`src/rtl/core/hbbc_pkg.sv`:
```
// Package for the hashed block buffer cache core: sizes, codes, entry and
// command/status types shared by controller and datapath. No dependencies.
`timescale 1ns / 1ps
package hbbc_pkg;
  localparam int unsigned SETS      = 13;
  localparam int unsigned WAYS      = 2;
  localparam int unsigned ENTRIES   = SETS * WAYS;
  localparam int unsigned SET_W     = $clog2(SETS);
  localparam int unsigned WAY_W     = (WAYS > 1) ? $clog2(WAYS) : 1;
  localparam int unsigned RANK_W    = WAY_W;
  localparam int unsigned HANDLE_W  = 5;
  localparam int unsigned SETROW_W  = (SETS > 1) ? $clog2(SETS) : 1;
  localparam logic [7:0]  COUNT_MAX = 8'd255;

  typedef enum logic [1:0] {
    OP_GET     = 2'd0,
    OP_RELEASE = 2'd1,
    OP_PIN     = 2'd2,
    OP_UNPIN   = 2'd3
  } op_e;

  typedef enum logic [1:0] {
    ST_OK     = 2'd0,
    ST_NO_BUF = 2'd1,
    ST_COUNT  = 2'd2
  } status_e;

  typedef enum logic [1:0] {
    S_IDLE,
    S_EXEC,
    S_OUT
  } ctrl_state_e;

  typedef struct packed {
    logic [7:0]        dev;
    logic [23:0]       blk;
    logic [7:0]        cnt;
    logic              valid;
    logic [RANK_W-1:0] rank;
  } entry_t;

  typedef struct packed {
    logic load;   // capture request and read set row
    logic exec;   // compute result and write set row back
  } cmd_t;

  typedef struct packed {
    logic done;
  } stat_t;
endpackage

```
`src/rtl/core/hashed_block_buffer_cache_core.sv`:
```
// Top level of the hashed block buffer cache core: streaming ports around
// controller and datapath. Depends on hbbc_pkg, hbbc_ctrl, hbbc_datapath.
`timescale 1ns / 1ps
// Each request is loaded (set row read), then executed (row write-back and
// result register) and then waits in the output register until taken. One
// request is in flight at a time: a new one is accepted only once the result
// has been taken. No clearing pass is needed.
module hashed_block_buffer_cache_core (
  input  logic        clk_i,
  input  logic        rst_ni,
  input  logic        s_axis_tvalid,
  output logic        s_axis_tready,
  // op[1:0], device[9:2], block_number[33:10], buffer_handle[38:34], zero fill
  input  logic [39:0] s_axis_tdata,
  output logic        m_axis_tvalid,
  input  logic        m_axis_tready,
  // handle_out[4:0], hit[5], needs_read[6], ref_count_out[14:7], status[16:15]
  output logic [23:0] m_axis_tdata
);
  hbbc_pkg::cmd_t  cmd;
  hbbc_pkg::stat_t stat;
  logic [16:0] res;

  hbbc_ctrl u_ctrl (
    .clk_i, .rst_ni,
    .in_valid_i (s_axis_tvalid), .in_ready_o (s_axis_tready),
    .out_valid_o(m_axis_tvalid), .out_ready_i(m_axis_tready),
    .cmd_o(cmd), .stat_i(stat)
  );

  hbbc_datapath u_dp (
    .clk_i, .rst_ni, .cmd_i(cmd), .stat_o(stat),
    .req_i(s_axis_tdata), .res_o(res)
  );

  assign m_axis_tdata = {7'd0, res};
endmodule

```
`src/rtl/core/hbbc_datapath.sv`:
```
// Datapath: request register, set-row memory, mod-13 set index, hit/victim
// logic and result register. Depends on hbbc_pkg.
`timescale 1ns / 1ps
module hbbc_datapath (
  input  logic                          clk_i,
  input  logic                          rst_ni,
  input  hbbc_pkg::cmd_t                cmd_i,
  output hbbc_pkg::stat_t               stat_o,
  input  logic [39:0]                   req_i,
  output logic [16:0]                   res_o
);
  localparam int unsigned HW = hbbc_pkg::HANDLE_W;

  // one row per set, all ways side by side
  hbbc_pkg::entry_t [hbbc_pkg::WAYS-1:0] mem_q [hbbc_pkg::SETS];
  logic [hbbc_pkg::SETS-1:0] row_init_q;  // row still at reset contents
  hbbc_pkg::entry_t [hbbc_pkg::WAYS-1:0] row_q, row_rd, row_new;
  logic [1:0]  op_q;
  logic [7:0]  dev_q;
  logic [23:0] blk_q;
  logic [HW-1:0] hnd_q;
  logic [hbbc_pkg::SETROW_W-1:0] set_q;
  logic [16:0] res_q;
  logic [16:0] res_d;
  logic        done_q;

  // set index of the incoming request; the folds hold for 13 sets:
  // 4096 = 1, 64 = -1 and 16 = 3 (mod 13)
  logic [13:0] fold1;
  logic [12:0] fold2;
  logic [7:0]  fold3;
  logic [5:0]  fold4, set_rem;
  logic [hbbc_pkg::SETROW_W-1:0] get_set, hnd_set, req_set;
  logic [hbbc_pkg::WAY_W-1:0] hnd_way;
  logic hnd_bad;
  assign fold1 = 14'(req_i[9:2]) + 14'(req_i[21:10]) + 14'(req_i[33:22]);
  assign fold2 = 13'(fold1[13:12]) + 13'(fold1[11:0]);
  assign fold3 = 8'(fold2[5:0]) + 8'd65 - 8'(fold2[12:6]);
  assign fold4 = 6'(fold3[7:4]) + {1'b0, fold3[7:4], 1'b0} + 6'(fold3[3:0]);
  always_comb begin
    if (fold4 >= 6'(2 * hbbc_pkg::SETS))  set_rem = fold4 - 6'(2 * hbbc_pkg::SETS);
    else if (fold4 >= 6'(hbbc_pkg::SETS)) set_rem = fold4 - 6'(hbbc_pkg::SETS);
    else                                  set_rem = fold4;
  end
  assign get_set = hbbc_pkg::SETROW_W'(set_rem);
  assign hnd_set = hbbc_pkg::SETROW_W'(req_i[38:34] / 5'(hbbc_pkg::WAYS));
  assign hnd_bad = req_i[38:34] >= 5'(hbbc_pkg::ENTRIES);
  assign req_set = (req_i[1:0] == hbbc_pkg::OP_GET) ? get_set :
                   (hnd_bad ? '0 : hnd_set);
  assign hnd_way = hbbc_pkg::WAY_W'(hnd_q % 5'(hbbc_pkg::WAYS));

  // reset view of a row
  always_comb begin
    for (int w = 0; w < hbbc_pkg::WAYS; w++) begin
      row_rd[w] = '0;
      row_rd[w].rank = hbbc_pkg::RANK_W'(w);
    end
  end

  // request capture, row read, and row/result write on execute
  always_ff @(posedge clk_i) begin
    if (cmd_i.load) begin
      op_q  <= req_i[1:0];
      dev_q <= req_i[9:2];
      blk_q <= req_i[33:10];
      hnd_q <= req_i[38:34];
      set_q <= req_set;
      row_q <= row_init_q[req_set] ? row_rd : mem_q[req_set];
    end
    if (cmd_i.exec) begin
      mem_q[set_q] <= row_new;
      res_q        <= res_d;
    end
  end

  // result held valid from execute until the next request is loaded
  always_ff @(posedge clk_i or negedge rst_ni) begin
    if (!rst_ni) begin
      row_init_q <= '1;
      done_q     <= 1'b0;
    end else begin
      if (cmd_i.exec)      done_q <= 1'b1;
      else if (cmd_i.load) done_q <= 1'b0;
      if (cmd_i.exec) row_init_q[set_q] <= 1'b0;
    end
  end

  // hit / victim selection and row update
  logic hit_f, vic_f;
  logic [hbbc_pkg::WAY_W-1:0] hit_w, vic_w;
  logic [hbbc_pkg::RANK_W-1:0] r0;
  logic [7:0] c;
  logic bad;
  always_comb begin
    row_new = row_q;
    res_d   = '0;
    hit_f = 1'b0; vic_f = 1'b0; hit_w = '0; vic_w = '0; r0 = '0; c = '0;
    bad = hnd_q >= 5'(hbbc_pkg::ENTRIES);
    for (int w = 0; w < hbbc_pkg::WAYS; w++) begin
      if (row_q[w].dev == dev_q && row_q[w].blk == blk_q &&
          (!hit_f || row_q[w].rank > row_q[hit_w].rank)) begin
        hit_f = 1'b1; hit_w = hbbc_pkg::WAY_W'(w);
      end
      if (row_q[w].cnt == 8'd0 && (!vic_f || row_q[w].rank < row_q[vic_w].rank)) begin
        vic_f = 1'b1; vic_w = hbbc_pkg::WAY_W'(w);
      end
    end
    if (op_q == hbbc_pkg::OP_GET) begin
      if (hit_f) begin
        c = row_q[hit_w].cnt;
        res_d[16:15] = hbbc_pkg::ST_OK;
        if (c == hbbc_pkg::COUNT_MAX) res_d[16:15] = hbbc_pkg::ST_COUNT;
        else c = c + 8'd1;
        row_new[hit_w].cnt   = c;
        row_new[hit_w].valid = 1'b1;
        res_d[4:0]  = HW'(32'(set_q) * hbbc_pkg::WAYS + 32'(hit_w));
        res_d[5]    = 1'b1;
        res_d[6]    = ~row_q[hit_w].valid;
        res_d[14:7] = c;
      end else if (vic_f) begin
        row_new[vic_w].dev   = dev_q;
        row_new[vic_w].blk   = blk_q;
        row_new[vic_w].cnt   = 8'd1;
        row_new[vic_w].valid = 1'b1;
        res_d[4:0]  = HW'(32'(set_q) * hbbc_pkg::WAYS + 32'(vic_w));
        res_d[6]    = 1'b1;
        res_d[14:7] = 8'd1;
      end else begin
        res_d[16:15] = hbbc_pkg::ST_NO_BUF;
      end
    end else if (bad) begin
      res_d[4:0]   = hnd_q;
      res_d[16:15] = hbbc_pkg::ST_NO_BUF;
    end else begin
      c = row_q[hnd_way].cnt;
      res_d[4:0] = hnd_q;
      if (op_q == hbbc_pkg::OP_PIN) begin
        if (c == hbbc_pkg::COUNT_MAX) res_d[16:15] = hbbc_pkg::ST_COUNT;
        else c = c + 8'd1;
      end else if (c == 8'd0) begin
        res_d[16:15] = hbbc_pkg::ST_COUNT;
      end else begin
        c = c - 8'd1;
        if (op_q == hbbc_pkg::OP_RELEASE && c == 8'd0) begin
          r0 = row_q[hnd_way].rank;
          for (int w = 0; w < hbbc_pkg::WAYS; w++)
            if (row_q[w].rank > r0)
              row_new[w].rank = row_q[w].rank - hbbc_pkg::RANK_W'(1);
          row_new[hnd_way].rank = hbbc_pkg::RANK_W'(hbbc_pkg::WAYS - 1);
        end
      end
      row_new[hnd_way].cnt = c;
      res_d[14:7] = c;
    end
  end

  assign res_o       = res_q;
  assign stat_o.done = done_q;

  // result register follows every execute step
  assert property (@(posedge clk_i) disable iff (!rst_ni) cmd_i.exec |=> done_q)
    else $error("done missing after exec");
  assert property (@(posedge clk_i) disable iff (!rst_ni) cmd_i.load |-> !cmd_i.exec)
    else $error("load and exec together");
  assert property (@(posedge clk_i) disable iff (!rst_ni)
    done_q |-> res_q[16:15] != 2'd3)
    else $error("bad status code");
endmodule

```
`src/rtl/core/hbbc_ctrl.sv`:
```
// Controller: sequences load, execute and output beat for each request.
// Depends on hbbc_pkg.
`timescale 1ns / 1ps
module hbbc_ctrl (
  input  logic            clk_i,
  input  logic            rst_ni,
  input  logic            in_valid_i,
  output logic            in_ready_o,
  output logic            out_valid_o,
  input  logic            out_ready_i,
  output hbbc_pkg::cmd_t  cmd_o,
  input  hbbc_pkg::stat_t stat_i
);
  hbbc_pkg::ctrl_state_e state_q, state_d;

  // next state
  always_comb begin
    state_d = state_q;
    unique case (state_q)
      hbbc_pkg::S_IDLE: if (in_valid_i) state_d = hbbc_pkg::S_EXEC;
      hbbc_pkg::S_EXEC: state_d = hbbc_pkg::S_OUT;
      hbbc_pkg::S_OUT:  if (out_ready_i && stat_i.done) state_d = hbbc_pkg::S_IDLE;
      default:          state_d = hbbc_pkg::S_IDLE;
    endcase
  end

  // outputs
  always_comb begin
    in_ready_o  = 1'b0;
    out_valid_o = 1'b0;
    cmd_o       = '0;
    unique case (state_q)
      hbbc_pkg::S_IDLE: begin
        in_ready_o = 1'b1;
        cmd_o.load = in_valid_i;
      end
      hbbc_pkg::S_EXEC: cmd_o.exec = 1'b1;
      hbbc_pkg::S_OUT:  out_valid_o = stat_i.done;
      default: ;
    endcase
  end

  always_ff @(posedge clk_i or negedge rst_ni) begin
    if (!rst_ni) state_q <= hbbc_pkg::S_IDLE;
    else         state_q <= state_d;
  end

  assert property (@(posedge clk_i) disable iff (!rst_ni)
    cmd_o.load |=> state_q == hbbc_pkg::S_EXEC)
    else $error("load not followed by exec");
  assert property (@(posedge clk_i) disable iff (!rst_ni)
    state_q == hbbc_pkg::S_EXEC |=> out_valid_o)
    else $error("result not presented");
  assert property (@(posedge clk_i) disable iff (!rst_ni) !(in_ready_o && out_valid_o))
    else $error("accepting while result pending");
endmodule

```
`config.mk`:
```
export PLATFORM = sky130hd
export DESIGN_NAME = hashed_block_buffer_cache_core
export DESIGN_NICKNAME = d
export VERILOG_FILES = /design/src/rtl/core/hbbc_pkg.sv /design/src/rtl/core/hashed_block_buffer_cache_core.sv /design/src/rtl/core/hbbc_datapath.sv /design/src/rtl/core/hbbc_ctrl.sv
export SDC_FILE = /design/constraint.sdc
export NUM_CORES = 1
export LEC_CHECK = 0
export ABC_AREA = 0
export BUFFER_PORTS_ARGS = -buffer_cell sky130_fd_sc_hd__buf_4
export CAP_MARGIN = 20
export CORE_UTILIZATION = 36
export DETAILED_ROUTE_END_ITERATION = 8
export SKIP_LAST_GASP = 1
export SLEW_MARGIN = 5
export SYNTH_ARGS = -nofsm -noshare
export SYNTH_HDL_FRONTEND = slang
export SYNTH_SLANG_ARGS = --single-unit
```
`constraint.sdc`:
```
create_clock -name clk_i -period 9.7 [get_ports clk_i]
set_clock_uncertainty 0.15 [all_clocks]
set_input_delay 2.425 -clock clk_i [delete_from_list [all_inputs] [get_ports clk_i]]
set_output_delay 2.425 -clock clk_i [all_outputs]
set_load 0.05 [all_outputs]
```
==> results of run 1 <==
-- what timing repair did --
| action | 4_1_cts | 5_1_grt |
|---|---|---|
| setup endpoints to repair | 88 | 88 |
| cloned | 11 | 2 |
| pin swaps | 44 | 45 |
| buffers inserted | 23 | 16 |
| resized for setup | 79 | 57 |
-- path summary, 6_finish.rpt --
check                      depth (start not counted)                from                  to
max reg2reg                                       10      u_dp.blk_q[13]    u_dp.mem_q[0][3]
min reg2reg                                        1  u_dp.row_init_q[0]  u_dp.row_init_q[0]
max                                               48     s_axis_tdata[2]      u_dp.row_q[51]
min in group asynchronous                          1              rst_ni         u_dp.stat_o
min                                                1  u_dp.row_init_q[0]  u_dp.row_init_q[0]
max in group asynchronous                          1              rst_ni  u_dp.row_init_q[6]
-- synthesized netlist by cell type, drive strengths merged (16+ instances only) --
cell	count
mux2	69
a21oi	295
clkbuf	130
edfxtp	1236
a211oi	92
nor3	17
nand2	725
mux2i	266
o32ai	85
nor2	54
a21o	16
o21ai	39
inv	40
xnor2	65
ha	51
nand3	284
buf	104
nand4	19
nor2b	24
nor4	18
xor2	49
-- state kept, by name, summed over array words and instances, names as in the netlist --
register         flops
u_dp.blk_q          24
u_dp.row_init_q     13
u_dp.set_q           4
u_dp.stat_o          1
u_dp.hnd_q           5
u_dp.row_q          84
u_dp.mem_q        1092
u_dp.res_o          17
u_dp.op_q            2
u_ctrl.state_q       2
u_dp.dev_q           8
-- logic make-up after synthesis --
group,count (synthesis),share of synthesized area [%]
XOR/XNOR,114,1.87
buffers and inverters,274,2.51
adder cells (fa/ha/maj),57,1.42
multiplexers,336,6.47
flip-flops,1252,70.1
AND/OR/NAND/NOR,1195,9.64
other,1,0.00700
AO/OA/AOI/OAI,600,7.98
-- routing by layer --
layer	vias up	global-route usage, %
met3	218	4.50
met5	-	0
met4	0	5.30
li1	15100	-
met2	1255	29.6
met1	16600	26.0
-- final cells by class --
cell class              count  share of cell area (%)
inverters                  40                   0.274
clock inverters            84                    1.40
multi-input cells        2309                    24.0
clock buffers             166                    5.52
flip-flops and latches   1252                    58.2
repair buffers            424                    6.83
well taps                1930                    3.75
-- metrics by stage --
| stage | hold slack, ps | cell area [um2] | TNS [ps] |
|---|---|---|---|
| global placement | 324 | 58700 | -161920 |
| finish | 336 | 64500 | -92220 |
| floorplan | 315 | 53800 | -91060 |
| global route | 341 | 64500 | -127330 |
| detailed placement | 325 | 58700 | -163230 |
| CTS | 335 | 64100 | -84180 |
==> flow_metrics.tcl, run 1 <==
set metrics [dict create \
    hold_violations 0 \
    h-tree-depth 4 \
    diodes 0 \
    clk_path_buf_depth 3 \
    ys_async_sr_fraction_pct 1.28 \
    fill_cells 13000 \
    cts.sinks 1252 \
    core-area_um2 148000 \
    num_rows 141 \
    slew_headroom_pct 24.7 \
    cpLargestDelayFamily "adder cells" \
    cts_buffers 135 \
    final_common_cell "edfxtp_1" \
    rsz0062_at_grt "true" \
    grt_pass1_wl_um 212000 \
    setup_viol 88 \
    highest_layer "met4" \
    crit_arrival_ps 11180 \
    die_y_um 388 \
    cp_max_fo 8 \
    first_pass_iters 6 \
    pre_cts_ws_ps -1960 \
    violations "setup timing" \
    grt_max_degree 86 \
    yosys_warnings 0 \
    clkSlewWorstSetupHoldPaths_ps 60 \
    post-route-util_pct 43.7 \
    layout_setup_ws_ps -1140 \
    yosysTopAreaCell "edfxtp_1" \
    fin_nets 4263 \
    hold_path_class "flip-flop to flip-flop" \
    grt_pass1_vias 32300 \
    yosys_most_used_dff "edfxtp_1" \
    hpwl_um 80500 \
    drt_iter0_markers 3457 \
    wl_met1_um 62100 \
    wl_per_cell_um 23.1 \
    routed_wl_um 144000 \
    cts_tree "built" \
    ys_seq_area_share_pct 70.1 \
    slowest_delay_ps 600 \
    ant_nets 0 \
    final_cell_mix "1236 x edfxtp_1, 720 x nand2_1, 325 x buf_4, 279 x nand3_1, 278 x a21oi_1" \
    synthCells 3829 \
    grt_antenna_before_repair 2 \
    final.min_clock_period_ps 10840 \
    synthTopCellsByArea "edfxtp_1 69%, nand2_1 5.1%, mux2i_1 5.0%, a21oi_1 2.7%, nand3_1 2.7%" \
    path_common_cell "a21oi_2" \
    syn_area_per_cell_um2 14.0 \
    fin_crit_sh_pct 112 \
    gr-total-overflow 0 \
    yosys_register_bits 1252 \
    clk_latency_ps 770 \
    synthDistinctLibCells 74 \
    dieArea_um2 150000 \
    initial_core_util_pct 36.3 \
    vias 33200 \
    max_freq_mhz 92.2 \
    tightest_slew_ps 1130 \
    worstPathRequired_ps 10030 \
    dp_cells 5905 \
    crit_buf_inv 8 \
    synth-edff-count 1236 \
    vias_per_cell 5.35 \
    crit_path_start_kind "input pin" \
    drc_errors 0 \
    io_buffers 61 \
    outcome "complete, but fails checks" \
    cp-end-kind "flip-flop" \
    met3WireLength_um 11800 \
    regArea_um2 37500 \
    die_width_um 388 \
    drv_cap 0 \
    top_level_ports 70 \
    grtUsageTotal_pct 18.9 \
    gp_congestion 0.859 \
    multi_input_area_um2 15500 \
    drv_slew 0 \
    synth_area_um2 53500 \
    instances_no_fill 6205 \
    drive_gt1_share_pct 21.5 \
    holdBufCountCts 0 \
    worstSetupPathType "input pin to flip-flop" \
    yosys.area.top_type_share_pct 69.3 \
    syn_to_final_growth_pct 20.4 \
    r2r_slack_ps 3690 \
    cts-root-buf "clkbuf_16" \
    slowest_stage "fa_1" \
    met2WireLength_um 66200 \
]
Power of run 1 is not shown: default switching activity piles up to over one toggle a cycle in this logic, so the estimate is an artifact.
==> run 2: changes to the inputs <==
--- a/config.mk
+++ b/config.mk
@@ -8,8 +8,11 @@
 export ABC_AREA = 0
 export BUFFER_PORTS_ARGS = -buffer_cell sky130_fd_sc_hd__buf_4
 export CAP_MARGIN = 20
+export CELL_PAD_IN_SITES_DETAIL_PLACEMENT = 1
+export CELL_PAD_IN_SITES_GLOBAL_PLACEMENT = 1
 export CORE_UTILIZATION = 36
 export DETAILED_ROUTE_END_ITERATION = 8
+export PLACE_DENSITY_LB_ADDON = 0.1
 export SKIP_LAST_GASP = 1
 export SLEW_MARGIN = 5
 export SYNTH_ARGS = -nofsm -noshare
==> flow_metrics.tcl, run 2 (same netlist as run 1, synthesis figures left out) <==
set metrics [dict create \
    drv_cap 0 \
    worstSetupPathType "input pin to flip-flop" \
    grt_antenna_before_repair 3 \
    multi_input_area_um2 15900 \
    fin_crit_sh_pct 111 \
    cts_tree "built" \
    regArea_um2 37500 \
    cpLargestDelayFamily "compound AO/OA/AOI/OAI gates" \
    outcome "complete, but fails checks" \
    vias_per_cell 5.41 \
    largest_reg_flops 1092 \
    grt_max_degree 86 \
    slowest_stage "fa_2" \
    io_buffers 61 \
    die_width_um 388 \
    wl_per_cell_um 27.4 \
    top_level_ports 70 \
    placed_area_um2 59100 \
    final.min_clock_period_ps 10800 \
    slowest_delay_ps 500 \
    routed_wl_um 173000 \
    dp_cells 5955 \
    syn_to_final_growth_pct 23.9 \
    cts-root-buf "clkbuf_16" \
    initial_core_util_pct 36.3 \
    violations "setup timing" \
    setup_viol 88 \
    hold_path_class "flip-flop to flip-flop" \
    tightest_slew_ps 1160 \
    crit_path_start_kind "input pin" \
    worstPathRequired_ps 10060 \
    num_rows 141 \
    drive_gt1_share_pct 24.6 \
    gr-total-overflow 0 \
    final_area_um2 66300 \
    crit_arrival_ps 11160 \
    grt_pass1_vias 35500 \
    hpwl_um 97300 \
    clk_path_buf_depth 3 \
    vias 34100 \
    max_freq_mhz 92.6 \
    gp_congestion 0.792 \
    fill_cells 14600 \
    grt_pass1_wl_um 248000 \
    crit_buf_inv 11 \
    final_common_cell "edfxtp_1" \
    hold_violations 0 \
    grtUsageTotal_pct 22.6 \
    fin_tns_setup_ps -85990 \
    instances_no_fill 6308 \
    cp_max_fo 8 \
    first_pass_iters 7 \
    layout_setup_ws_ps -1100 \
    drc_errors 0 \
    h-tree-depth 4 \
    ant_nets 0 \
    cp-end-kind "flip-flop" \
    slew_headroom_pct 22.9 \
    fin_nets 4369 \
    final_cell_mix "1236 x edfxtp_1, 719 x nand2_1, 363 x buf_4, 275 x nand3_1, 263 x a21oi_1" \
    core-area_um2 148000 \
    cts.sinks 1252 \
    die_y_um 388 \
    dieArea_um2 150000 \
    clkSlewWorstSetupHoldPaths_ps 60 \
    cts_buffers 143 \
    clk_latency_ps 780 \
    drv_slew 0 \
    largest_register "u_dp.mem_q" \
    path_common_cell "buf_6" \
    drt_iter0_markers 2533 \
    rsz0062_at_grt "true" \
    reg_top3 "u_dp.mem_q x1092, u_dp.row_q x84, u_dp.blk_q x24" \
]
==> run 2: through the flow <==
stage / worst slack, ps / hold WS (ps) / utilization, %
floorplan: -1090 / 315 / -
global placement: -2120 / 324 / 40.0
detailed placement: -2150 / 327 / 40.0
CTS: -1070 / 337 / 44.1
global route: -1560 / 342 / 44.9
finish: -1100 / 337 / 44.9
==> run 2: cell type report <==
| type | instances | share of cell area (%) |
|---|---|---|
| multi-input cells | 2309 | 24.0 |
| diodes | 2 | 0.00755 |
| flip-flops and latches | 1252 | 56.6 |
| clock inverters | 67 | 0.998 |
| repair buffers | 522 | 8.73 |
| inverters | 40 | 0.285 |
| well taps | 1930 | 3.64 |
| clock buffers | 186 | 5.70 |
==> run 2: final timing paths <==
check / startpoint / end / slack (ps) / depth (start not counted)
max: s_axis_tdata[2] / u_dp.row_q[42] / -1100 / 50
min: u_dp.row_init_q[8] / u_dp.row_init_q[8] / 340 / 1
max reg2reg: u_dp.blk_q[17] / u_dp.mem_q[10][3] / 3970 / 11
min reg2reg: u_dp.row_init_q[8] / u_dp.row_init_q[8] / 340 / 1
max in group asynchronous: rst_ni / u_dp.row_init_q[7] / 7760 / 1
min in group asynchronous: rst_ni / u_dp.stat_o / 1360 / 1
==> run 2: what timing repair did <==
item	CTS	global route
pin swaps	40	95
setup endpoints to repair	88	88
buffers inserted	43	38
resized for setup	125	150
hold buffers	0	0
gates cloned	16	11
==> run 2: routing by layer <==
layer	vias to the layer above	routed length [um]	part of all wire [%]	GRT usage (%)
li1	15300	-	-	-
met1	17900	80200	46	31.7
met2	738	82600	48	37.1
met3	192	6900	4.0	2.96
met4	0	2980	1.7	4.94
met5	-	0	0	0
Power of run 2 is left out for the same reason.
